[config.mk]
export PLATFORM = sky130hd
export DESIGN_NAME = stepper_endstop_homing
export DESIGN_NICKNAME = d
export VERILOG_FILES = /design/src/rtl/core/seh_pkg.sv /design/src/rtl/core/stepper_endstop_homing.sv /design/src/rtl/core/seh_csr.sv /design/src/rtl/core/seh_seq.sv
export SDC_FILE = /design/constraint.sdc
export NUM_CORES = 1
export LEC_CHECK = 0
export ABC_AREA = 1
export BUFFER_PORTS_ARGS = -buffer_cell sky130_fd_sc_hd__buf_2
export CORE_UTILIZATION = 50
export DETAILED_ROUTE_END_ITERATION = 6
export PLACE_DENSITY = 0.69
export SETUP_SLACK_MARGIN = 0.4
export SLEW_MARGIN = 20
export SYNTH_ARGS = -nofsm -noshare
export SYNTH_HDL_FRONTEND = slang
export SYNTH_SLANG_ARGS = --single-unit
[constraint.sdc]
create_clock -name clock -period 2.4 [get_ports clock]
set_input_delay 0 -clock clock [delete_from_list [all_inputs] [get_ports clock]]
set_output_delay 0 -clock clock [all_outputs]
set_load 0.01 [all_outputs]
[src/rtl/core/seh_pkg.sv]
// ----------------------------------------------------------------------------
// seh_pkg
// Shared types and codes for the endstop homing sequencer.
// ----------------------------------------------------------------------------
package seh_pkg;

   // Configuration register width and indexes
   localparam int CSR_DATA_W = 16;
   localparam int CSR_IDX_W  = 2;

   localparam logic [CSR_IDX_W-1:0] CSR_ENDSTOP_PRESENT = 2'd0;
   localparam logic [CSR_IDX_W-1:0] CSR_APPROACH_LIMIT  = 2'd1;
   localparam logic [CSR_IDX_W-1:0] CSR_RETRACT_STEPS   = 2'd2;

   // Configuration reset values
   localparam logic                  RST_ENDSTOP_PRESENT = 1'b1;
   localparam logic [CSR_DATA_W-1:0] RST_APPROACH_LIMIT  = 16'd1000;
   localparam logic [CSR_DATA_W-1:0] RST_RETRACT_STEPS   = 16'd100;

   // Request codes
   localparam logic REQ_TICK  = 1'b0;
   localparam logic REQ_START = 1'b1;

   // Step direction codes
   localparam logic DIR_TOWARD = 1'b0;
   localparam logic DIR_AWAY   = 1'b1;

   // Homing status codes
   localparam logic [1:0] ST_IDLE = 2'd0;
   localparam logic [1:0] ST_BUSY = 2'd1;
   localparam logic [1:0] ST_OK   = 2'd2;
   localparam logic [1:0] ST_FAIL = 2'd3;

   // Sequencer phase
   typedef enum logic [2:0] {
      PH_IDLE     = 3'b001,
      PH_RETRACT  = 3'b010,
      PH_APPROACH = 3'b100
   } phase_type;

   // Live configuration
   typedef struct packed {
      logic                  endstop_present;
      logic [CSR_DATA_W-1:0] approach_limit;
      logic [CSR_DATA_W-1:0] retract_steps;
   } cfg_type;

   // One result item
   typedef struct packed {
      logic       step_valid;
      logic       step_dir;
      logic [1:0] home_status;
   } rsp_type;

endpackage

[src/rtl/core/stepper_endstop_homing.sv]
// ----------------------------------------------------------------------------
// stepper_endstop_homing
// Double-touch endstop homing sequencer with registered input and output.
// ----------------------------------------------------------------------------
// Each item is a tick or a start command plus the sampled endstop level; each
// gives exactly one result (step request, direction, homing status). Items
// pass an input register, the sequencer logic and a result register: rsp_valid
// rises when the result register is loaded from the input register, which a
// stall on the result channel can hold up, and one item is taken every cycle
// while rsp_stall is low. While a finished result waits in the output
// register, the input register can still take one more item and then stalls.
// Configuration writes take effect on the next cycle; there is no clearing
// pass after reset. COUNT_WIDTH sets the width of the step counter.
module stepper_endstop_homing #(
   parameter int COUNT_WIDTH = 16
) (
   input  logic                             clock,
   input  logic                             reset,
   // request channel
   input  logic                             req_valid,
   output logic                             req_stall,
   input  logic                             req_type,
   input  logic                             req_endstop_pressed,
   // result channel
   output logic                             rsp_valid,
   input  logic                             rsp_stall,
   output logic                             rsp_step_valid,
   output logic                             rsp_step_dir,
   output logic [1:0]                       rsp_home_status,
   // configuration
   input  logic                             csr_wr_en,
   input  logic [seh_pkg::CSR_IDX_W-1:0]    csr_index,
   input  logic [seh_pkg::CSR_DATA_W-1:0]   csr_wdata
);

   seh_pkg::cfg_type cfg;
   seh_pkg::rsp_type seq_rsp;

   logic             in_valid_ff, in_valid_in;
   logic             in_type_ff;
   logic             in_pressed_ff;
   logic             out_valid_ff, out_valid_in;
   seh_pkg::rsp_type out_ff;

   logic             out_free;
   logic             proc;
   logic             req_take;

   seh_csr u_csr (
      .clock     (clock),
      .reset     (reset),
      .csr_wr_en (csr_wr_en),
      .csr_index (csr_index),
      .csr_wdata (csr_wdata),
      .cfg       (cfg)
   );

   seh_seq #(
      .COUNT_WIDTH (COUNT_WIDTH)
   ) u_seq (
      .clock           (clock),
      .reset           (reset),
      .advance         (proc),
      .req_type        (in_type_ff),
      .endstop_pressed (in_pressed_ff),
      .cfg             (cfg),
      .rsp             (seq_rsp)
   );

   // Pipeline flow control
   assign out_free    = !out_valid_ff || !rsp_stall;
   assign proc        = in_valid_ff && out_free;
   assign req_stall   = in_valid_ff && !proc;
   assign req_take    = req_valid && !req_stall;
   assign in_valid_in = req_take || (in_valid_ff && !proc);
   assign out_valid_in = proc || (out_valid_ff && rsp_stall);

   // Valid bits
   always_ff @(posedge clock) begin
      if (reset) begin
         in_valid_ff  <= 1'b0;
         out_valid_ff <= 1'b0;
      end else begin
         in_valid_ff  <= in_valid_in;
         out_valid_ff <= out_valid_in;
      end
   end

   // Payload registers
   always_ff @(posedge clock) begin
      if (req_take) begin
         in_type_ff    <= req_type;
         in_pressed_ff <= req_endstop_pressed;
      end
      if (proc) begin
         out_ff <= seq_rsp;
      end
   end

   assign rsp_valid       = out_valid_ff;
   assign rsp_step_valid  = out_ff.step_valid;
   assign rsp_step_dir    = out_ff.step_dir;
   assign rsp_home_status = out_ff.home_status;

endmodule

[src/rtl/core/seh_csr.sv]
// ----------------------------------------------------------------------------
// seh_csr
// Configuration registers written through the plain write port.
// ----------------------------------------------------------------------------
module seh_csr (
   input  logic                             clock,
   input  logic                             reset,
   input  logic                             csr_wr_en,
   input  logic [seh_pkg::CSR_IDX_W-1:0]    csr_index,
   input  logic [seh_pkg::CSR_DATA_W-1:0]   csr_wdata,
   output seh_pkg::cfg_type                 cfg
);

   seh_pkg::cfg_type cfg_ff;
   seh_pkg::cfg_type cfg_in;

   // Register decode; unknown indexes are dropped
   always_comb begin
      cfg_in = cfg_ff;
      if (csr_wr_en) begin
         unique case (csr_index)
            seh_pkg::CSR_ENDSTOP_PRESENT: cfg_in.endstop_present = csr_wdata[0];
            seh_pkg::CSR_APPROACH_LIMIT:  cfg_in.approach_limit  = csr_wdata;
            seh_pkg::CSR_RETRACT_STEPS:   cfg_in.retract_steps   = csr_wdata;
            default:                      cfg_in = cfg_ff;
         endcase
      end
   end

   always_ff @(posedge clock) begin
      if (reset) begin
         cfg_ff.endstop_present <= seh_pkg::RST_ENDSTOP_PRESENT;
         cfg_ff.approach_limit  <= seh_pkg::RST_APPROACH_LIMIT;
         cfg_ff.retract_steps   <= seh_pkg::RST_RETRACT_STEPS;
      end else begin
         cfg_ff <= cfg_in;
      end
   end

   assign cfg = cfg_ff;

endmodule

[src/rtl/core/seh_seq.sv]
// ----------------------------------------------------------------------------
// seh_seq
// Homing state machine: phase, touch count, step count and stored outcome.
// Computes the result of one item and updates state when it is processed.
// ----------------------------------------------------------------------------
module seh_seq #(
   parameter int COUNT_WIDTH = 16
) (
   input  logic              clock,
   input  logic              reset,
   input  logic              advance,
   input  logic              req_type,
   input  logic              endstop_pressed,
   input  seh_pkg::cfg_type  cfg,
   output seh_pkg::rsp_type  rsp
);

   localparam int CMP_W = (COUNT_WIDTH > seh_pkg::CSR_DATA_W) ?
                          COUNT_WIDTH : seh_pkg::CSR_DATA_W;

   seh_pkg::phase_type     phase_ff, phase_in;
   logic [1:0]             touch_ff, touch_in;
   logic [COUNT_WIDTH-1:0] count_ff, count_in;
   logic [1:0]             outcome_ff, outcome_in;

   logic [CMP_W-1:0]       count_ext;
   logic                   count_sat;
   logic                   retract_more;
   logic                   approach_more;
   logic [1:0]             touch_inc;

   // Budget compares; a saturated counter counts as exhausted
   assign count_ext     = CMP_W'(count_ff);
   assign count_sat     = (count_ff == {COUNT_WIDTH{1'b1}});
   assign retract_more  = (count_ext < CMP_W'(cfg.retract_steps)) && !count_sat;
   assign approach_more = (count_ext < CMP_W'(cfg.approach_limit)) && !count_sat;
   assign touch_inc     = touch_ff + 2'd1;

   // Next state and result
   always_comb begin
      phase_in        = phase_ff;
      touch_in        = touch_ff;
      count_in        = count_ff;
      outcome_in      = outcome_ff;
      rsp.step_valid  = 1'b0;
      rsp.step_dir    = seh_pkg::DIR_TOWARD;

      if (req_type == seh_pkg::REQ_START) begin
         count_in = '0;
         if (!cfg.endstop_present) begin
            outcome_in = seh_pkg::ST_OK;
            phase_in   = seh_pkg::PH_IDLE;
         end else if (endstop_pressed) begin
            touch_in = 2'd1;
            phase_in = seh_pkg::PH_RETRACT;
         end else begin
            touch_in = 2'd0;
            phase_in = seh_pkg::PH_APPROACH;
         end
      end else begin
         unique case (phase_ff)
            seh_pkg::PH_RETRACT: begin
               if (retract_more) begin
                  rsp.step_valid = 1'b1;
                  rsp.step_dir   = seh_pkg::DIR_AWAY;
                  count_in       = count_ff + COUNT_WIDTH'(1);
               end else if (endstop_pressed) begin
                  outcome_in = seh_pkg::ST_FAIL;
                  phase_in   = seh_pkg::PH_IDLE;
                  count_in   = '0;
               end else begin
                  phase_in = seh_pkg::PH_APPROACH;
                  count_in = '0;
               end
            end
            seh_pkg::PH_APPROACH: begin
               if (endstop_pressed) begin
                  touch_in = touch_inc;
                  count_in = '0;
                  // second touch ends the sequence
                  if (touch_inc >= 2'd2) begin
                     outcome_in = seh_pkg::ST_OK;
                     phase_in   = seh_pkg::PH_IDLE;
                  end else begin
                     phase_in = seh_pkg::PH_RETRACT;
                  end
               end else if (approach_more) begin
                  rsp.step_valid = 1'b1;
                  rsp.step_dir   = seh_pkg::DIR_TOWARD;
                  count_in       = count_ff + COUNT_WIDTH'(1);
               end else begin
                  outcome_in = seh_pkg::ST_FAIL;
                  phase_in   = seh_pkg::PH_IDLE;
                  count_in   = '0;
               end
            end
            default: begin
               phase_in = seh_pkg::PH_IDLE;
            end
         endcase
      end

      rsp.home_status = (phase_in == seh_pkg::PH_IDLE) ? outcome_in : seh_pkg::ST_BUSY;
   end

   always_ff @(posedge clock) begin
      if (reset) begin
         phase_ff   <= seh_pkg::PH_IDLE;
         touch_ff   <= 2'd0;
         count_ff   <= '0;
         outcome_ff <= seh_pkg::ST_IDLE;
      end else if (advance) begin
         phase_ff   <= phase_in;
         touch_ff   <= touch_in;
         count_ff   <= count_in;
         outcome_ff <= outcome_in;
      end
   end

endmodule
### Yosys cells after proc, flatten, opt, wreduce, memory -nomap -nowiden

Index checks and enable logic that the tools add are counted.

* register bits: 64
* input port bits: 25
* word-level logic and storage cells: 80
* output and inout port bits: 6

* reductions and logical operators: 23
* multiplexer cells: 31
* $lt $le $gt $ge: 3
* equal/unequal tests: 7
* $add $sub $neg: 2

Operators by type and width (number)
* two-way mux 16 bit: 4
* less-than comparator 16 bit: 2
* one-hot mux 16 bit (2 select lines): 1
* two-way mux 2 bit: 15
* two-way mux 3 bit: 7
* adder 16 x 1 -> 16 bit (second input constant): 1
* == test 16 bit (second input constant): 1
* one-hot mux 2 bit (2 select lines): 2
* AND reduction 2 bit: 4
* logical AND 1 bit: 6
* one-hot mux 3 bit (2 select lines): 1
* logical NOT 1 bit: 5
* AND reduction 4 bit: 1
* nonzero test 2 bit: 2
* == test 3 x 1 -> 1 bit (second input constant): 1
* == test 3 x 2 -> 1 bit (second input constant): 1
* == test 3 bit (second input constant): 1
* logical OR 1 bit: 3
* nonzero test 3 bit: 1
* adder 2 x 1 -> 2 bit (second input constant): 1
* == test 2 x 1 -> 1 bit (second input constant): 1
* == test 2 bit (second input constant): 1
* >= comparator 2 bit (second input constant): 1
* logical NOT 2 bit: 1
* 2 further kinds: 2

### Depth between registers and ports, before layout

* word-level depth: 8
* depth in mapped cells: 16
* mapped depth without buffers: 16

### By module

From an unflattened synthesis, not the netlist that was laid out.

* cells, all modules: 585
* area total of the unflattened synthesis: 3995.1 um^2

By module, submodules not included
* seh_seq: sequential area each 460.4 um^2, cells each 371, area each 2412.3 um^2, times used 1
* seh_csr: sequential area each 660.6 um^2, cells each 196, area each 1311.3 um^2, times used 1
* stepper_endstop_homing: sequential area each 220.2 um^2, cells each 18, area each 271.5 um^2, times used 1

### Least setup slack after synthesis

No wires, ideal clock.

* path type: flip-flop to flip-flop
* start point: register u_seq.count_ff[11] (netlist: u_seq.count_ext[11])
* end point: register out_ff (netlist bit rsp_home_status[1]) (data pin)
* period minus slack after synthesis: 1.789 ns
* arrival time: 1.533 ns
* library setup time: 0.257 ns
* path buffers: 0
* required time: 2.143 ns
* cell stages (with the launch flop): 10
* slack: 0.611 ns
* cells stage by stage: dfxtp_1 ha_1 a21oi_1 o21ai_0 a21oi_1 nand4_4 nand3_1 nand3_1 nand2_1 a21oi_1

* word-level cells in the longest chain between the ends: 8
* elaborated cells on any way between the ends: 17
* classes of those cells: order compare (2); eq/ne (2); mux (10); reduce/logical (3)

Ends and longest elaborated chain
* start, declared: line seh_seq.sv:23 `logic [COUNT_WIDTH-1:0] count_ff, count_in;`
* start signal, assigned: line seh_seq.sv:115 `count_ff <= count_in;`
* branches (longest 8 deep; another with less-than comparator 16 bit)
* end signal, assigned: line stepper_endstop_homing.sv:96 `out_ff <= seq_rsp;`
* end, declared: line stepper_endstop_homing.sv:43 `seh_pkg::rsp_type out_ff;`

Parallel ways; which one is timed is not known.
A chain may end at the register's enable or synchronous reset.

### Final worst setup path

* start point: register u_seq.count_ff[11] (netlist: u_seq.count_ext[11])
* end point: register out_ff (netlist bit rsp_home_status[0]) (data pin)

Same word-level chain as after synthesis.

==> metrics <==
result of the run=finished, final reports clean; internal power=1.59 mW; time the final worst path needs with I/O delays and setup=1.93 ns; fraction of layout cells with a size suffix above 1=0.220; reported net switching power=0.586 mW; clock insertion delay at the later pin of the skew report=0.34 ns; number of buffers inserted by port buffering=30; portion of total power attributed to sequential cells=0.520; Final GP Congestion=0.929; residual overflow from global routing=0; Post-Route Utilization=0.653; sequential share of the synthesized area=0.369; total power=2.18 mW; warning count from the yosys run=0; critical path capture point type=flip-flop; proportion of power drawn by the clock network=0.353; area share of fa/ha/maj cells after synthesis=0.107; unrepaired setup endpoints after global routing=yes; Worst Path Class, Setup=flip-flop to flip-flop; number of violations of the max-capacitance limit=0; final-report max-slew violation count=0; maximum clock skew at final layout=0.00804 ns; vias in the first global route=3,073; fraction of registers with async set or reset after synthesis=0; wire length of the first global-routing pass=13,700 µm; Post-Synth XOR/XNOR Area=0.0241; Nets=597; proportion of synthesized area in mux cells=0; combined area of all synthesized cells=3630 µm²; area share of and/or/nand/nor cells after synthesis=0.240; required time reported for the critical path endpoint=2.47 ns; Synth area leaders=sky130_fd_sc_hd__dfxtp_1 (32%), sky130_fd_sc_hd__ha_1 (11%), sky130_fd_sc_hd__a21oi_1 (8.0%); area added between synthesis and finish=24.3%; total number of placement rows=30; max_slew headroom=0.533; commonest cells in the netlist=sky130_fd_sc_hd__nand2_1 (76), sky130_fd_sc_hd__inv_1 (66), sky130_fd_sc_hd__a21oi_1 (58), sky130_fd_sc_hd__dfxtp_1 (58); antenna violations before repair=0; endpoints failing setup=0; vertical die dimension=87.2 µm; CP arrival=2.00 ns; Post-synth top flop=sky130_fd_sc_hd__dfxtp_1; final hold violation count=0; ratio of final minimum period to clock period=0.803; TritonCTS clock tree=built; filler instances=605; fraction of post-synthesis cell area in the top cell type by area=0.320; CP max FO=7; pin count of the biggest net entering global routing=40; DP Wirelength=5770 µm; Starting DRT DRC Count=167; routed wire length=8300 µm; antenna-violating nets left=0; flip-flop and latch count after synthesis=64; Avg Synthesized Cell Area=7.63 µm²; biggest area consumer among synthesized cells=sky130_fd_sc_hd__dfxtp_1; Die Outline Area=7610 µm²; peak ir drop on the vdd network=0.000295 V; Die X-Extent=87.2 µm; total global routing track utilization=0.234; Setup Total Neg Slack=0 ns; vias after detailed routing=3,324; largest buffer count on any clock path=2; synthesized-area fraction occupied by ao, oa, aoi and oai cells=0.172; Pwr per Cell Area=483 nW/µm²; syn_nets=532; Avg WL per Cell=12.9 µm; number of top-level pins=31; worst hold-check path type=primary input to flip-flop; maximum frequency from static timing analysis=519 MHz; worst-case hold slack=0.0649 ns; transition at the pin with the smallest max-transition slack=0.700 ns; total clock sinks=64; combinational family with the most area after synthesis=simple AND/OR/NAND/NOR gates; average vias per placed instance=5.18; starting density of the core=0.526; number of different library cells in the post-synthesis netlist=36; root buffer selected by CTS=sky130_fd_sc_hd__clkbuf_8; combinational share of power=0.127; Clk pin slew, worst setup/hold paths=0.07 ns; CP Launch Type=flip-flop; cell with the most instances after synthesis=sky130_fd_sc_hd__nand2_1; antenna fix cells=0; DRT Pass-1 Iters=4; clock buffer count from CTS=9; gate count of the mapped netlist=476; Clock H-tree levels=3; count of flip-flops with a built-in enable after synthesis=6; Std-Cell Core Area=6910 µm²; Remaining DRCs=0; switching fraction of total power=0.269; cell leakage power=1.96 nW
## worst max-delay path, stage by stage (launching register included)
cell and delay, ns:
sky130_fd_sc_hd__dfxtp_2 0.41, sky130_fd_sc_hd__ha_1 0.28, sky130_fd_sc_hd__a21oi_2 0.15, sky130_fd_sc_hd__o21ai_1 0.10, sky130_fd_sc_hd__a21oi_2 0.19, sky130_fd_sc_hd__nand3_4 0.15, sky130_fd_sc_hd__a21oi_2 0.15, sky130_fd_sc_hd__nand2_1 0.08
sky130_fd_sc_hd__nand2_2 0.07, sky130_fd_sc_hd__nand4_1 0.08
## metal layers
metal / GRT usage / vias up / wire, µm
met4: 0.101 / 0 / 107
met2: 0.391 / 71 / 4090
met5: 0 / - / 0
met1: 0.299 / 1529 / 3770
met3: 0.0370 / 8 / 337
li1: - / 1716 / -
## worst paths after layout
check | startpoint | slack (ns) | cells after the start | end
setup reg to reg | u_seq.count_ext[11] | 0.47 | 9 | rsp_home_status[0]
hold reg to reg | u_csr.cfg[26] | 0.46 | 2 | u_csr.cfg[26]
hold / removal | reset | 0.06 | 2 | u_seq.count_ext[3]
setup / recovery | u_seq.count_ext[11] | 0.47 | 9 | rsp_home_status[0]
## kinds of logic (layout without fill, tap and decap cells)
logic type / after synthesis / count (layout)
buffers and inverters: 83 / 153
AOI/OAI and AO/OA: 116 / 116
adders and majority gates: 31 / 31
and+or+nand+nor: 172 / 172
xor gates and xnor gates: 10 / 10
DFF: 64 / 64
## cell usage in the layout, fill, tap and decap left out, drive strengths merged, types with 9 or more instances in the layout
master,n
o21ai,41
inv,70
buf,42
nor3,9
nand2,83
dlygate4sd3,24
o211ai,9
ha,31
nand3,16
clkbuf,11
nor2,47
a21oi,58
nand4,13
dfxtp,58
## cell type report
type / count / area [µm²] / share of cell area
flip-flops and latches: 64 / 1370 / 0.304
multi-input cells: 329 / 2120 / 0.470
inverters: 71 / 267 / 0.0591
clock buffers: 11 / 131 / 0.0291
repair buffers: 66 / 480 / 0.106
well taps: 96 / 120 / 0.0266
clock inverters: 5 / 23.8 / 0.00527
## registers in the layout, summed over array words and instances, names as in the netlist
name	cells
in_type_ff	1
rsp_step_dir	1
u_seq.phase_ff	3
rsp_valid	1
u_seq.count_ext	16
in_valid_ff	1
rsp_home_status	2
u_csr.cfg	33
u_seq.touch_ff	2
rsp_step_valid	1
u_seq.outcome_ff	2
in_pressed_ff	1
## power by group through the flow
| stage | registers (mW) | logic [mW] | clock network, mW |
|---|---|---|---|
| after floorplan | 1.16 | 0.156 | 0 |
| after global placement | 1.16 | 0.223 | 0 |
| after detailed placement | 1.16 | 0.229 | 0 |
| after CTS | 1.14 | 0.259 | 0.786 |
| after global routing | 1.14 | 0.310 | 0.838 |
| final | 1.13 | 0.276 | 0.770 |
## stage by stage
| stage | cells | instance area (µm²) | setup WS [ns] |
|---|---|---|---|
| 2_1_floorplan | 476 | 3630 | 0.611 |
| 3_3_place_gp | 595 | 3890 | 0.329 |
| 3_5_place_dp | 595 | 3890 | 0.326 |
| 4_1_cts | 635 | 4300 | 0.402 |
| 5_1_grt | 642 | 4510 | 0.332 |
| 6_report | 642 | 4510 | 0.474 |
## what timing repair did
action	4_1_cts	5_1_grt
buffers inserted	0	7
endpoints found under the setup margin	11	18
resized for setup	6	43
endpoints found under the hold margin	37	0
pin swaps	0	16
hold buffers	24	0
Power figures use the tool's default switching activity.
